--- src/sv/ilir_pkg.sv ---
package ilir_pkg;

  localparam int CAPACITY_DEF    = 64;
  localparam int VALUE_WIDTH_DEF = 32;
  localparam int MAX_VALUE_W     = 64;

  localparam int CMD_W    = 3;
  localparam int POS_W    = 7;
  localparam int DATA_W   = 32;
  localparam int COUNT_W  = 7;
  localparam int STATUS_W = 2;

  typedef enum logic [CMD_W-1:0] {
    CMD_APPEND    = 3'd0,
    CMD_INSERT    = 3'd1,
    CMD_REMOVE    = 3'd2,
    CMD_OVERWRITE = 3'd3,
    CMD_READ      = 3'd4,
    CMD_READ_LAST = 3'd5,
    CMD_CLEAR     = 3'd6
  } cmd_t;

  typedef enum logic [STATUS_W-1:0] {
    ST_OK        = 2'd0,
    ST_FULL      = 2'd1,
    ST_BAD_INDEX = 2'd2
  } status_t;

  // per-cycle action broadcast to every cell
  typedef struct packed {
    logic wr_at;
    logic shift_up;
    logic shift_down;
  } cell_ctl_t;

endpackage

--- src/sv/ilir_cell.sv ---
module ilir_cell #(
  parameter int VALUE_WIDTH = ilir_pkg::VALUE_WIDTH_DEF,
  parameter int SEL_W       = ilir_pkg::POS_W,
  parameter int CELL_INDEX  = 0
) (
  input  logic                   clk,
  input  ilir_pkg::cell_ctl_t    ctl,
  input  logic [SEL_W-1:0]       sel,
  input  logic [VALUE_WIDTH-1:0] new_value,
  input  logic [VALUE_WIDTH-1:0] from_left,
  input  logic [VALUE_WIDTH-1:0] from_right,
  output logic [VALUE_WIDTH-1:0] value
);

  localparam logic [SEL_W-1:0] MY_INDEX = SEL_W'(CELL_INDEX);

  logic [VALUE_WIDTH-1:0] value_next;

  always_comb begin
    value_next = value;
    if (ctl.wr_at && (sel == MY_INDEX)) begin
      value_next = new_value;
    end else if (ctl.shift_up && (MY_INDEX > sel)) begin
      value_next = from_left;
    end else if (ctl.shift_down && (MY_INDEX >= sel)) begin
      value_next = from_right;
    end
  end

  always_ff @(posedge clk) begin
    value <= value_next;
  end

endmodule

--- config.mk ---
export PLATFORM = sky130hd
export DESIGN_NAME = ilir_cell
export DESIGN_NICKNAME = d
export VERILOG_FILES = /design/src/sv/ilir_pkg.sv /design/src/sv/ilir_cell.sv
export SDC_FILE = /design/constraint.sdc
export NUM_CORES = 1
export LEC_CHECK = 0
export ABC_AREA = 1
export BUFFER_PORTS_ARGS = -buffer_cell sky130_fd_sc_hd__buf_2
export CAP_MARGIN = 0
export CORE_UTILIZATION = 38
export CTS_BUF_LIST = sky130_fd_sc_hd__clkbuf_4
export CTS_CLUSTER_SIZE = 20
export DETAILED_ROUTE_END_ITERATION = 12
export PLACE_DENSITY_LB_ADDON = 0.12
export SLEW_MARGIN = 0
export SYNTH_ARGS = -nofsm -noshare
export SYNTH_HDL_FRONTEND = slang
export SYNTH_SLANG_ARGS = --single-unit
--- constraint.sdc ---
create_clock -name clk -period 2.4 [get_ports clk]
set_input_delay 0.24 -clock clk [delete_from_list [all_inputs] [get_ports clk]]
set_output_delay 0.24 -clock clk [all_outputs]
set_load 0.01 [all_outputs]
==> impl_metrics.env <==
export IMPL_crit_fanout=1
export IMPL_vias=1410
export IMPL_setup_viol=0
export IMPL_max_stage_delay_ps=380
export IMPL_mostFrequentLayoutCells="buf_2, nand2_1, nand3_1"
export IMPL_finalWirelength_microns=3370
export IMPL_multi_input_area_sq_um=459
export IMPL_avgSynthCellArea_sq_um=9.81
export IMPL_mostFrequentLayoutCell="buf_2"
export IMPL_rsz0062_at_grt="no"
export IMPL_cp_top_family="flip-flops"
export IMPL_clk_root_buffer_cell="clkbuf_4"
export IMPL_clock_sinks=32
export IMPL_antenna_left=0
export IMPL_syn_nets=263
export IMPL_drc=0
export IMPL_syn_to_final_growth_pct=39.2
export IMPL_worst_setup_path_start_kind="flop"
export IMPL_peakVddDrop_mv=0.276
export IMPL_final_nets=371
export IMPL_start_util_pct=40.6
export IMPL_final_max_slew_viol_count=0
export IMPL_reg_top3="value (32)"
export IMPL_grt_pass1_vias=1294
export IMPL_min_path_type="input pin to flop"
export IMPL_core_sq_um=3770
export IMPL_crit_path_end_kind="output port"
export IMPL_finalCriticalPeriod_ps=1080
export IMPL_yosys_area_top_type_share_pct=62.8
export IMPL_die_x_microns=65.5
export IMPL_antenna_found_initial=0
export IMPL_p_leak_nw=1.08
export IMPL_ys_seq_area_share_pct=62.8
export IMPL_drv_cap=0
export IMPL_utilization_pct=56.5
export IMPL_vias_per_cell=4.50
export IMPL_largest_reg_flops=32
export IMPL_postCtsHoldBufs=0
export IMPL_drt_initial_drc_count=41
export IMPL_clock_path_buffers=2
export IMPL_cts_htree_levels=2
export IMPL_synth_warnings=0
export IMPL_fp_row_count=22
export IMPL_syn_cell_area_sq_um=1530
export IMPL_antenna_cells=0
export IMPL_wl_per_cell_microns=10.8
export IMPL_hold_viol=0
export IMPL_arrival_ps=840
export IMPL_synth_top_area_cell="edfxtp_1"
export IMPL_relSlewSlack_pct=72.4
export IMPL_ys_types=10
export IMPL_period_share_pct=45.1
export IMPL_worst_ep_required_time_ps=2160
export IMPL_track_usage_pct=17.2
export IMPL_dieHeight_microns=65.5
export IMPL_power_density_nw_per_um2=481
export IMPL_cts_made_buffers=5
export IMPL_grt_first_pass_wirelength_microns=5510
export IMPL_postSynthCellCount=156
export IMPL_finalSetupTns_ps=0
export IMPL_port_buffers=105
export IMPL_largest_register="value"
export IMPL_grt_max_degree=33
export IMPL_postCtsResizedCells=0
export IMPL_synth_seq_cells=32
export IMPL_register_area_sq_um=961
export IMPL_worst_pin_slew_ps=414
export IMPL_cpMaxStageDelayCell="edfxtp_1"
export IMPL_io_pins=139
export IMPL_cp_cell_sequence="buf_2"
export IMPL_dieArea_sq_um=4280
export IMPL_first_pass_iters=4
export IMPL_critPathKind="flop to output port"
export IMPL_clk_pin_slew_ps=90
export IMPL_finalPower_mw=1.02
export IMPL_grt_ovfl_total=0
export IMPL_gp_congestion=0.710
export IMPL_status="finished clean"
export IMPL_crit_buf_inv=1
export IMPL_synthTopCellsByArea="edfxtp_1, nand2_1, nand3_1"
export IMPL_drive_above_1_share_pct=45.3
export IMPL_hpwl_microns=2510
export IMPL_nFillCells=349
export IMPL_max_freq_mhz=924
export IMPL_postCtsSetupRepairBufs=0
export IMPL_cts_tree="built"
==> through the flow <==
step,std cells,instance area (sq um),hold slack (ps),setup slack (ps)
after floorplan,156,1530,419,490
after global placement,305,2070,504,1000
after detailed placement,305,2070,507,1000
after CTS,313,2130,162,1290
after global routing,313,2130,159,1250
final,313,2130,181,1320
==> area by class of cell <==
type,instances,share of cell area (%)
Sequential cell,32,45.1
Clock buffer,7,2.47
Inverter,6,1.06
Timing Repair Buffer,111,26.8
Tap cell,48,2.82
Clock inverter,1,0.176
Multi-Input combinational cell,108,21.6
==> worst paths after layout <==
| kind | start | endpoint | depth (start not counted) |
|---|---|---|---|
| max | value[5] | value[5] | 1 |
| min | from_right[25] | value[25] | 3 |
==> layer usage <==
layer	vias up	track usage, %	wire, microns	share of wire, %
met5	-	0	0	0
met4	0	5.71	20	0.59
met3	2	6.08	264	7.8
met2	61	31.3	1670	50
met1	609	18.3	1410	42
li1	738	-	-	-
==> cells by family after synthesis <==
group	synth area share [%]
simple gates	29.5
flops	62.8
buf+inv	7.20
compound gates	0.491
==> power by group <==
part / switching (mW) / internal [mW]
sequential: 0.000525 / 0.617
clock: 0.166 / 0.135
combinational: 0.0474 / 0.0578
total: 0.214 / 0.810
==> synthesized netlist by cell type <==
cell	instances
nand2_1	68
o21a_1	1
buf_2	4
inv_2	1
nor2_4	1
inv_1	5
buf_6	6
nor2_1	4
edfxtp_1	32
nand3_1	34
(Power assumes the default switching activity.)
